$ cat src/sv/ssrc_pkg.sv
// ----------------------------------------------------------------------------
// ssrc_pkg
// Types and constants shared by the servo status reply checker.
// ----------------------------------------------------------------------------
`default_nettype none

package ssrc_pkg;

  // Largest payload the frame length logic accepts
  localparam logic [7:0] MAX_PAYLOAD = 8'd249;

  // Frame constants
  localparam logic [7:0] HDR_BYTE    = 8'hFF;
  localparam logic [7:0] LEN_EXTRA   = 8'd2;
  localparam logic [7:0] FRAME_EXTRA = 8'd6;

  // Byte positions inside a frame
  localparam logic [7:0] POS_ID     = 8'd2;
  localparam logic [7:0] POS_LENGTH = 8'd3;
  localparam logic [7:0] POS_STATUS = 8'd4;

  // Configuration register indexes
  localparam int unsigned CFG_IDX_W = 8;
  localparam logic [CFG_IDX_W-1:0] CFG_EXPECTED_ID  = 8'd0;
  localparam logic [CFG_IDX_W-1:0] CFG_CHECK_ID     = 8'd1;
  localparam logic [CFG_IDX_W-1:0] CFG_PAYLOAD_LEN  = 8'd2;
  localparam logic [CFG_IDX_W-1:0] CFG_CHECK_LENGTH = 8'd3;

  // Verdict codes
  localparam logic [2:0] VERD_OK       = 3'd0;
  localparam logic [2:0] VERD_SHORT    = 3'd1;
  localparam logic [2:0] VERD_HEADER   = 3'd2;
  localparam logic [2:0] VERD_ID       = 3'd3;
  localparam logic [2:0] VERD_LENGTH   = 3'd4;
  localparam logic [2:0] VERD_CHECKSUM = 3'd5;

  typedef struct packed {
    logic [7:0] rx_byte;
    logic       timeout;
  } in_item_t;

  typedef struct packed {
    logic [7:0] payload_byte;
    logic       is_payload;
    logic       frame_done;
    logic [2:0] verdict;
    logic [7:0] servo_status;
  } out_item_t;

  typedef struct packed {
    logic [7:0] expected_id;
    logic       check_id;
    logic [7:0] payload_len;
    logic       check_length;
  } cfg_t;

endpackage

`default_nettype wire

$ cat src/sv/ssrc_cfg_regs.sv
// ----------------------------------------------------------------------------
// ssrc_cfg_regs
// Configuration register file of the servo status reply checker.
// ----------------------------------------------------------------------------
`default_nettype none

module ssrc_cfg_regs (
  input  wire logic                          clk,
  input  wire logic                          rst_n,
  input  wire logic                          wr_en,
  input  wire logic [ssrc_pkg::CFG_IDX_W-1:0] wr_index,
  input  wire logic [7:0]                    wr_data,
  output ssrc_pkg::cfg_t                     cfg
);
  import ssrc_pkg::*;

  cfg_t cfg_r;
  cfg_t cfg_nxt;

  // Decode the write; unknown indexes are dropped
  always_comb begin
    cfg_nxt = cfg_r;
    if (wr_en) begin
      case (wr_index)
        CFG_EXPECTED_ID:  cfg_nxt.expected_id  = wr_data;
        CFG_CHECK_ID:     cfg_nxt.check_id     = wr_data[0];
        CFG_PAYLOAD_LEN:  cfg_nxt.payload_len  = wr_data;
        CFG_CHECK_LENGTH: cfg_nxt.check_length = wr_data[0];
        default:          cfg_nxt = cfg_r;
      endcase
    end
  end

  always_ff @(posedge clk) begin
    if (!rst_n) begin
      cfg_r.expected_id  <= 8'd1;
      cfg_r.check_id     <= 1'b1;
      cfg_r.payload_len  <= 8'd0;
      cfg_r.check_length <= 1'b1;
    end else begin
      cfg_r <= cfg_nxt;
    end
  end

  assign cfg = cfg_r;

endmodule

`default_nettype wire

$ cat config.mk
export PLATFORM = sky130hd
export DESIGN_NAME = ssrc_cfg_regs
export DESIGN_NICKNAME = d
export VERILOG_FILES = /design/src/sv/ssrc_pkg.sv /design/src/sv/ssrc_cfg_regs.sv
export SDC_FILE = /design/constraint.sdc
export NUM_CORES = 1
export LEC_CHECK = 0
export ABC_AREA = 1
export BUFFER_PORTS_ARGS = -buffer_cell sky130_fd_sc_hd__buf_2
export CORE_ASPECT_RATIO = 1.1
export CORE_MARGIN = 2
export CORE_UTILIZATION = 48
export CTS_CLUSTER_SIZE = 8
export DETAILED_ROUTE_END_ITERATION = 10
export HOLD_SLACK_MARGIN = 0.08
export PLACE_DENSITY = 0.81
export SLEW_MARGIN = 25
export SYNTH_ARGS = -nofsm -noshare
export SYNTH_HDL_FRONTEND = slang
export SYNTH_SLANG_ARGS = --single-unit
$ cat constraint.sdc
create_clock -name clk -period 1.6 [get_ports clk]
set_clock_uncertainty 0.2 [all_clocks]
set_input_delay 0.24 -clock clk [delete_from_list [all_inputs] [get_ports clk]]
set_output_delay 0.24 -clock clk [all_outputs]
set_load 0.02 [all_outputs]
==> impl_metrics.ini, run 1 <==
[status]
status = finished clean

[sta]
slew_headroom_pct = 70.4
tns_ps = 0
holdWs_ps = 96.1
finalCriticalPeriod_ps = 1270
fin_crit_sh_pct = 79.2
hold_violations = 0
fmax_mhz = 789
grt_setup_unrepaired = false
worstMarginPinSlew_ps = 442
drv_slew = 0
setup_viol = 0

[synthesis]
synth_top_family_by_area = simple AND/OR/NAND/NOR gates
synthTopCellsByCount = nand2_1, nand3_1, dfxtp_1, nor2_1, a21oi_1
syn_area_um2 = 838
synth_cell_types = 14
synth.top_cell.area_share_pct = 43.0
synth_area_leader_cell = dfxtp_1
synth-simple-area-share_pct = 34.9
ys_async_sr_fraction_pct = 0
netlist_instances = 118
synth_nets = 137
synthXorXnorAreaFrac_pct = 0
ys_ff_latch = 18
synth-seq-area-share_pct = 43.0
syn_avg_cell_area_um2 = 7.10
ys.flop_type = dfxtp_1
synth_area_leaders = dfxtp_1, nand3_1, nand2_1
synth_edf_count = 0
synth_adder_area_share_pct = 0
synth_warnings = 0
synth_compound_area_share_pct = 9.40
synthMuxAreaShare_pct = 0
yosysMostFrequentCell = nand2_1

[floorplan]
initial_core_util_pct = 52.5
io_pins = 37
fp.coreArea_mm2 = 0.00160
die_area_mm2 = 0.00210
die_x_um = 43.8
die_h_um = 47.8
rows = 15

[placed_design]
globalplace.congestion = 0.733
hpwlAfterDp_mm = 1.33
io_buffers = 36
post_dp_cell_area_mm2 = 0.00100

[worst_setup_path]
worst-setup-path-type = flip-flop to output port
crit_arrival_ps = 830
cp_cell_sequence = buf_2
crit_slowest_cell = dfxtp_1
critPathBufInv = 1
cp_top_family = flip-flops
path_max_fanout = 2
critPathLaunchType = flip-flop
slowest_delay_ps = 360
endpoint_kind = output port
cp.required_ps = 1160

[run]
cap_violations = 0

[clock_network]
clock_sinks = 18
clock_latency_ps = 290
cts-htree-levels = 1
cts_buffer_depth = 2
post_cts_resized = 0
cts_tree = done
numCtsBuffers = 3
clk_pin_slew_ps = 100
cts-root-buf = clkbuf_4

[power_and_ir_drop]
power_mw = 0.822
power_density_mw_per_mm2 = 742
ir_drop_mv = 0.430
p_leak_nw = 0.559

[global_route]
grt_pass1_wl_mm = 3.00
track_usage_pct = 19.9
overflow = 0
grt_pass1_vias = 724
grt_start_max_net_pins = 33
antenna_found_initial = 0

[cells_and_area]
syn_to_final_growth_pct = 32.2
design_area_mm2 = 0.00111
diodes = 0
drive_above_1_share_pct = 29.4
largest_reg_flops = 18
fin_nets = 180

[detailed_routing]
routed_via_density = 4.96
wl_per_cell_um = 11.0
drtIter0Drc = 20
routed_wl_mm = 1.95
drc = 0
vias = 878
drt_pre_antenna_iters = 4
ant_nets = 0

[worst_hold_path]
hold_path.class = input port to flip-flop
[per-layer routing]
| metal | global-route usage [%] | up-vias | wire, um |
|---|---|---|---|
| li1 | - | 461 | - |
| met1 | 22.1 | 380 | 847 |
| met2 | 36.5 | 33 | 968 |
| met3 | 4.53 | 4 | 110 |
| met4 | 9.09 | 0 | 25 |
| met5 | 0 | - | 0 |
[worst reg2reg max path, stage by stage, from the launching register on]
cell	delay, ps
dfxtp_1	330
a21oi_1	130
nor2_1	70
[timing repair]
| action | in CTS | in global routing |
|---|---|---|
| hold buffers | 7 | 0 |
| endpoints found under the hold margin | 10 | 0 |
| setup buffers | 0 | 0 |
[area by class of cell]
type	instances	area [um^2]
clock buffer	4	36.3
fill	132	487
inverter	11	41.3
multi-input combinational	82	372
sequential	18	360
tap	17	21.3
timing repair buffer	45	278
[power by group]
group	total (mW)	switching [mW]	internal [mW]	leakage, nW
logic	0.0884	0.0485	0.0398	0.392
clock network	0.285	0.146	0.139	0.0210
registers	0.449	0.000527	0.449	0.145
total	0.822	0.195	0.627	0.559
[cell families after synthesis]
logic type             Yosys count
and+or+nand+nor                 67
AOI/OAI and AO/OA               15
buffers and inverters           18
DFF                             18
[worst paths after layout]
check / startpoint / to / slack, ps / depth (start not counted)
setup / recovery: cfg[14] / cfg[14] / 330 / 1
hold / removal: wr_data[2] / cfg[3] / 100 / 5
setup reg to reg: cfg[4] / cfg[4] / 770 / 2
hold reg to reg: cfg[9] / cfg[9] / 270 / 2
[stage by stage]
| step | worst slack (ps) | util, % | cells |
|---|---|---|---|
| after floorplan | 401 | - | 118 |
| after global placement | 209 | 62.8 | 166 |
| after detailed placement | 163 | 62.8 | 166 |
| after CTS | 324 | 69.5 | 177 |
| after global routing | 289 | 69.5 | 177 |
| final | 332 | 69.5 | 177 |
[cells in the final DEF, fill, tap and decap left out]
master         instances
buf_2                 36
nand2_1               24
nand3_1               21
nor2_1                18
dfxtp_1               18
a21oi_1               14
inv_1                 10
dlygate4sd3_1          7
clkbuf_4               3
nor2_2                 2
nand2_2                1
nor2_4                 1
clkinv_1               1
a21oi_2                1
clkbuf_8               1
buf_12                 1
buf_4                  1
(Power assumes the default switching activity.)
==> run 2: changes to the inputs <==
--- a/config.mk
+++ b/config.mk
@@ -9,11 +9,11 @@
 export BUFFER_PORTS_ARGS = -buffer_cell sky130_fd_sc_hd__buf_2
 export CORE_ASPECT_RATIO = 1.1
 export CORE_MARGIN = 2
-export CORE_UTILIZATION = 48
+export CORE_UTILIZATION = 41
 export CTS_CLUSTER_SIZE = 8
 export DETAILED_ROUTE_END_ITERATION = 10
 export HOLD_SLACK_MARGIN = 0.08
-export PLACE_DENSITY = 0.81
+export PLACE_DENSITY = 0.74
 export SLEW_MARGIN = 25
 export SYNTH_ARGS = -nofsm -noshare
 export SYNTH_HDL_FRONTEND = slang
==> constraint.sdc (replaced) <==
create_clock -name clk -period 1.1 [get_ports clk]
set_clock_uncertainty 0.2 [all_clocks]
set_input_delay 0.165 -clock clk [delete_from_list [all_inputs] [get_ports clk]]
set_output_delay 0.165 -clock clk [all_outputs]
set_load 0.02 [all_outputs]
==> run 2 against run 1 <==
- the flow now finishes with violations (setup timing)
- critical endpoint is now cfg[2]
- largest cell class is now non-clock buffers
- via count rose by 3.0%
- sequential share of layout area is 3.3 points lower
- cell count grew 7.3%
- wire length shrank 3.6%
- core utilization fell by 3.1 points
- critical path depth unchanged
- global-route usage shrank 1.6 points
- register-to-register slack lost 560 ps
- first-iteration DRC count grew 40%
- total power up 47%
- die area rose by 16%
==> impl_metrics.ini, run 2 (synthesis results as in run 1) <==
[sta]
grt_setup_unrepaired = true
fin_crit_sh_pct = 103
finalCriticalPeriod_ps = 1130
hold_violations = 0
drv_slew = 0
setup_viol = 18
worstMarginPinSlew_ps = 313
fmax_mhz = 886
slew_headroom_pct = 79.1
setup_ws_ps = -29.2

[placed_design]
hpwlAfterDp_mm = 1.34
io_buffers = 36
post_dp_cell_area_mm2 = 0.00107
placed_cells = 180
globalplace.congestion = 0.737

[clock_network]
cts-root-buf = clkbuf_4
cts_buffer_depth = 2
holdBufCountCts = 8
cts_tree = done
cts-htree-levels = 1
numCtsBuffers = 3
clock_latency_ps = 290
clock_sinks = 18
clk_pin_slew_ps = 110

[power_and_ir_drop]
power_density_mw_per_mm2 = 922
power_frac_seq_pct = 54.0
switching_share_pct = 23.6
p_int_mw = 0.925
ir_drop_mv = 0.664
power.switching_mw = 0.286
clock_power_share_pct = 33.7
pwr-share-comb_pct = 12.3
p_leak_nw = 0.598

[floorplan]
die_h_um = 51.4
die_area_mm2 = 0.00242
io_pins = 37
die_x_um = 47.1
initial_core_util_pct = 42.4
fp.coreArea_mm2 = 0.00198
rows = 17

[global_route]
track_usage_pct = 18.2
grt_pass1_vias = 840
overflow = 0
grt_pass1_wl_mm = 3.31
antenna_found_initial = 0
grt_start_max_net_pins = 24

[status]
violations = setup timing
status = finished, violations left

[run]
cap_violations = 0

[worst_setup_path]
critPathBufInv = 1
endpoint_kind = output port
crit_slowest_cell = dfxtp_2
r2r_slack_ps = 210
slowest_delay_ps = 360
cp.required_ps = 730
timing.rr.start = cfg[11]
critPathLaunchType = flip-flop
worst-setup-path-type = flip-flop to output port
cp_top_family = flip-flops
r2r_cells = 3
path_max_fanout = 2
crit_end = cfg[2]
crit_arrival_ps = 760
reg2reg_to = cfg[11]
cp.depth = 1
crit_path_start = cfg[2]
cp_cell_sequence = buf_6

[cells_and_area]
largest_reg_flops = 18
design_area_mm2 = 0.00131
final_cell_mix = nand2_1, nand3_1, dfxtp_2, buf_6, nor2_1
fin_nets = 182
diodes = 0
drive_above_1_share_pct = 45.7
fin_cells = 190
final_common_cell = nand2_1
syn_to_final_growth_pct = 56.6

[detailed_routing]
drc = 0
drt_pre_antenna_iters = 4
routed_via_density = 4.76
routed_wl_mm = 1.88
drtIter0Drc = 28
vias = 904
wl_per_cell_um = 9.91
ant_nets = 0

[worst_hold_path]
hold_path.class = input port to flip-flop
min_from = rst_n
-- run 2: metal layers --
layer	track usage, %	up-vias	part of all wire [%]
li1	-	464	-
met1	24.5	410	46
met2	29.5	28	49
met3	3.53	2	4.0
met4	4.17	0	0.74
met5	0	-	0
-- run 2: how the worst min path moves through the flow --
stage / endpoint / slack, ps / depth (start not counted)
2_1_floorplan: cfg[0] / 120 / 2
3_3_place_gp: cfg[0] / 240 / 2
3_5_place_dp: cfg[9] / 240 / 2
4_1_cts: cfg[10] / 20 / 2
5_1_grt: cfg[10] / 30 / 2
6_report: cfg[10] / 20 / 2
-- run 2: worst register-to-register path, delay by kind of cell, from the launching register on --
kind | cells | cell delay (ps)
flops | 1 | 340
simple gates | 1 | 50
compound gates | 1 | 90
buf+inv | 1 | 120
-- run 2: timing repair --
item	4_1_cts	5_1_grt
hold endpoints to repair	18	11
buffers inserted	1	0
gates cloned	0	0
gates resized for setup	54	5
endpoints found under the setup margin	18	27
-- run 2: layout make-up --
class | instances | area, um^2
inverter | 11 | 41.3
sequential | 18 | 383
clock buffer | 4 | 36.3
fill | 172 | 666
timing repair buffer | 47 | 428
multi-input combinational | 82 | 389
tap | 28 | 35.0
-- run 2: power by group through the flow --
| stage | sequential, mW | combinational (mW) | clock, mW |
|---|---|---|---|
| floorplan | 0.670 | 0.0702 | 0 |
| global placement | 0.668 | 0.124 | 0 |
| detailed placement | 0.669 | 0.127 | 0 |
| CTS | 0.653 | 0.150 | 0.414 |
| global route | 0.654 | 0.166 | 0.440 |
| finish | 0.653 | 0.149 | 0.408 |
-- run 2: per-stage QoR --
stage | hold slack (ps) | setup WS [ps] | util [%] | total power, mW | setup TNS, ps
after detailed placement | 242 | -164 | 54.0 | 0.795 | -2510
after global placement | 237 | -144 | 54.0 | 0.792 | -2140
after floorplan | 119 | 0.491 | - | 0.741 | 0
final | 17.3 | -29.2 | 66.4 | 1.21 | -232
after global routing | 29.8 | -60.0 | 66.4 | 1.26 | -823
after CTS | 18.5 | -26.9 | 67.1 | 1.22 | -344
==> run 3: changes to the inputs <==
--- a/config.mk
+++ b/config.mk
@@ -13,7 +13,7 @@
 export CTS_CLUSTER_SIZE = 8
 export DETAILED_ROUTE_END_ITERATION = 10
 export HOLD_SLACK_MARGIN = 0.08
-export PLACE_DENSITY = 0.74
+export PLACE_DENSITY = 0.73
 export SLEW_MARGIN = 25
 export SYNTH_ARGS = -nofsm -noshare
 export SYNTH_HDL_FRONTEND = slang
==> run 3 against run 2 <==
- the flow still finishes with violations (setup timing)
- critical endpoint is now cfg[10]
- worst hold slack got worse by 3.5 ps
- sequential share of layout area decreased by 0.81 points
- critical path depth unchanged
==> impl_metrics.ini, run 3 (synthesis results as in run 1) <==
[sta]
hold_violations = 0
slew_headroom_pct = 79.1
drv_slew = 0
finalCriticalPeriod_ps = 1140
setup_viol = 18
worstMarginPinSlew_ps = 313
grt_setup_unrepaired = true
fin_crit_sh_pct = 104
setup_ws_ps = -40.5
fmax_mhz = 877

[cells_and_area]
final_cell_mix = nand2_1, nand3_1, dfxtp_2, buf_6
fillers = 183
syn_to_final_growth_pct = 61.0
diodes = 0
final_common_cell = nand2_1
final-seq-area_um2 = 383
final_util_pct = 68.2
largest_reg_flops = 18
fin_nets = 185
drive_above_1_share_pct = 49.7
multi_input_area_um2 = 407

[worst_setup_path]
slowest_delay_ps = 360
worst-setup-path-type = flip-flop to output port
r2r_cells = 3
reg2reg_to = cfg[8]
critPathBufInv = 1
timing.rr.start = cfg[8]
cp.depth = 1
crit_end = cfg[10]
crit_path_start = cfg[10]
crit_arrival_ps = 780
endpoint_kind = output port
cp_top_family = flip-flops
path_max_fanout = 2
critPathLaunchType = flip-flop
r2r_slack_ps = 140
crit_slowest_cell = dfxtp_2
cp.required_ps = 730
cp_cell_sequence = buf_6

[global_route]
overflow = 0
grt_start_max_net_pins = 33
track_usage_pct = 19.8
antenna_found_initial = 0
grt_pass1_vias = 860
grt_pass1_wl_mm = 3.51

[detailed_routing]
wl_per_cell_um = 10.8
vias = 911
drtIter0Drc = 35
routed_via_density = 4.72
routed_wl_mm = 2.08
ant_nets = 0
drc = 0
drt_pre_antenna_iters = 4

[status]
violations = setup timing
status = finished, violations left

[clock_network]
holdBufCountCts = 8
cts_buffer_depth = 2
cts-htree-levels = 1
numCtsBuffers = 3
cts_tree = done
cts-root-buf = clkbuf_4
clk_pin_slew_ps = 110
clock_sinks = 18
clock_latency_ps = 290

[worst_hold_path]
hold_path.class = input port to flip-flop
holdPathStages = 2

[floorplan]
io_pins = 37
die_h_um = 51.4
rows = 17
fp.coreArea_mm2 = 0.00198
die_area_mm2 = 0.00242
die_x_um = 47.1
initial_core_util_pct = 42.4

[placed_design]
io_buffers = 36
globalplace.congestion = 0.765

[run]
cap_violations = 0

[power_and_ir_drop]
ir_drop_mv = 0.943
power_mw = 1.22
power_density_mw_per_mm2 = 902
p_leak_nw = 0.612
## run 3: changes by cell type in the layout (fill, tap and decap cells not counted), sizes merged
cell,before,now
buf,39,42
## run 3: how the worst min path moves through the flow
stage | from | endpoint
after floorplan | wr_data[0] | cfg[0]
after global placement | cfg[9] | cfg[9]
after detailed placement | cfg[9] | cfg[9]
after CTS | rst_n | cfg[0]
after global routing | rst_n | cfg[0]
final | rst_n | cfg[0]
## run 3: where the power goes
| part | total, mW | switching, mW | leakage (nW) | internal [mW] |
|---|---|---|---|---|
| logic | 0.155 | 0.0815 | 0.440 | 0.0733 |
| registers | 0.653 | 0.00110 | 0.151 | 0.652 |
| clock network | 0.409 | 0.208 | 0.0210 | 0.202 |
| total | 1.22 | 0.290 | 0.612 | 0.927 |
## run 3: final cells by class
| class | count | area share, % |
|---|---|---|
| timing repair buffer | 50 | 33.2 |
| multi-input combinational | 82 | 30.1 |
| sequential | 18 | 28.4 |
| inverter | 11 | 3.06 |
| clock buffer | 4 | 2.69 |
| tap | 28 | 2.60 |
## run 3: repair_timing
item                                    CTS  global route
setup buffers                             3             1
endpoints found under the setup margin   18            26
endpoints found under the hold margin    18            16
resized for setup                        54            10
## run 3: routing by layer
layer	part of all wire [%]	global-route usage [%]	vias up	wire length, um
li1	-	-	471	-
met1	42	24.1	405	881
met2	51	32.0	31	1060
met3	4.8	3.89	4	100
met4	1.5	9.72	0	32
met5	0	0	-	0
## run 3: per-stage QoR
stage	hold WS (ps)	instance area (um^2)	setup WS (ps)	std cells	TNS [ps]
5_1_grt	25.5	1350	-74.1	193	-1030
4_1_cts	7.86	1340	-36.3	194	-455
2_1_floorplan	119	856	0.491	118	0
6_report	13.8	1350	-40.5	193	-392
3_3_place_gp	236	1060	-152	179	-2350
3_5_place_dp	240	1060	-186	179	-2810
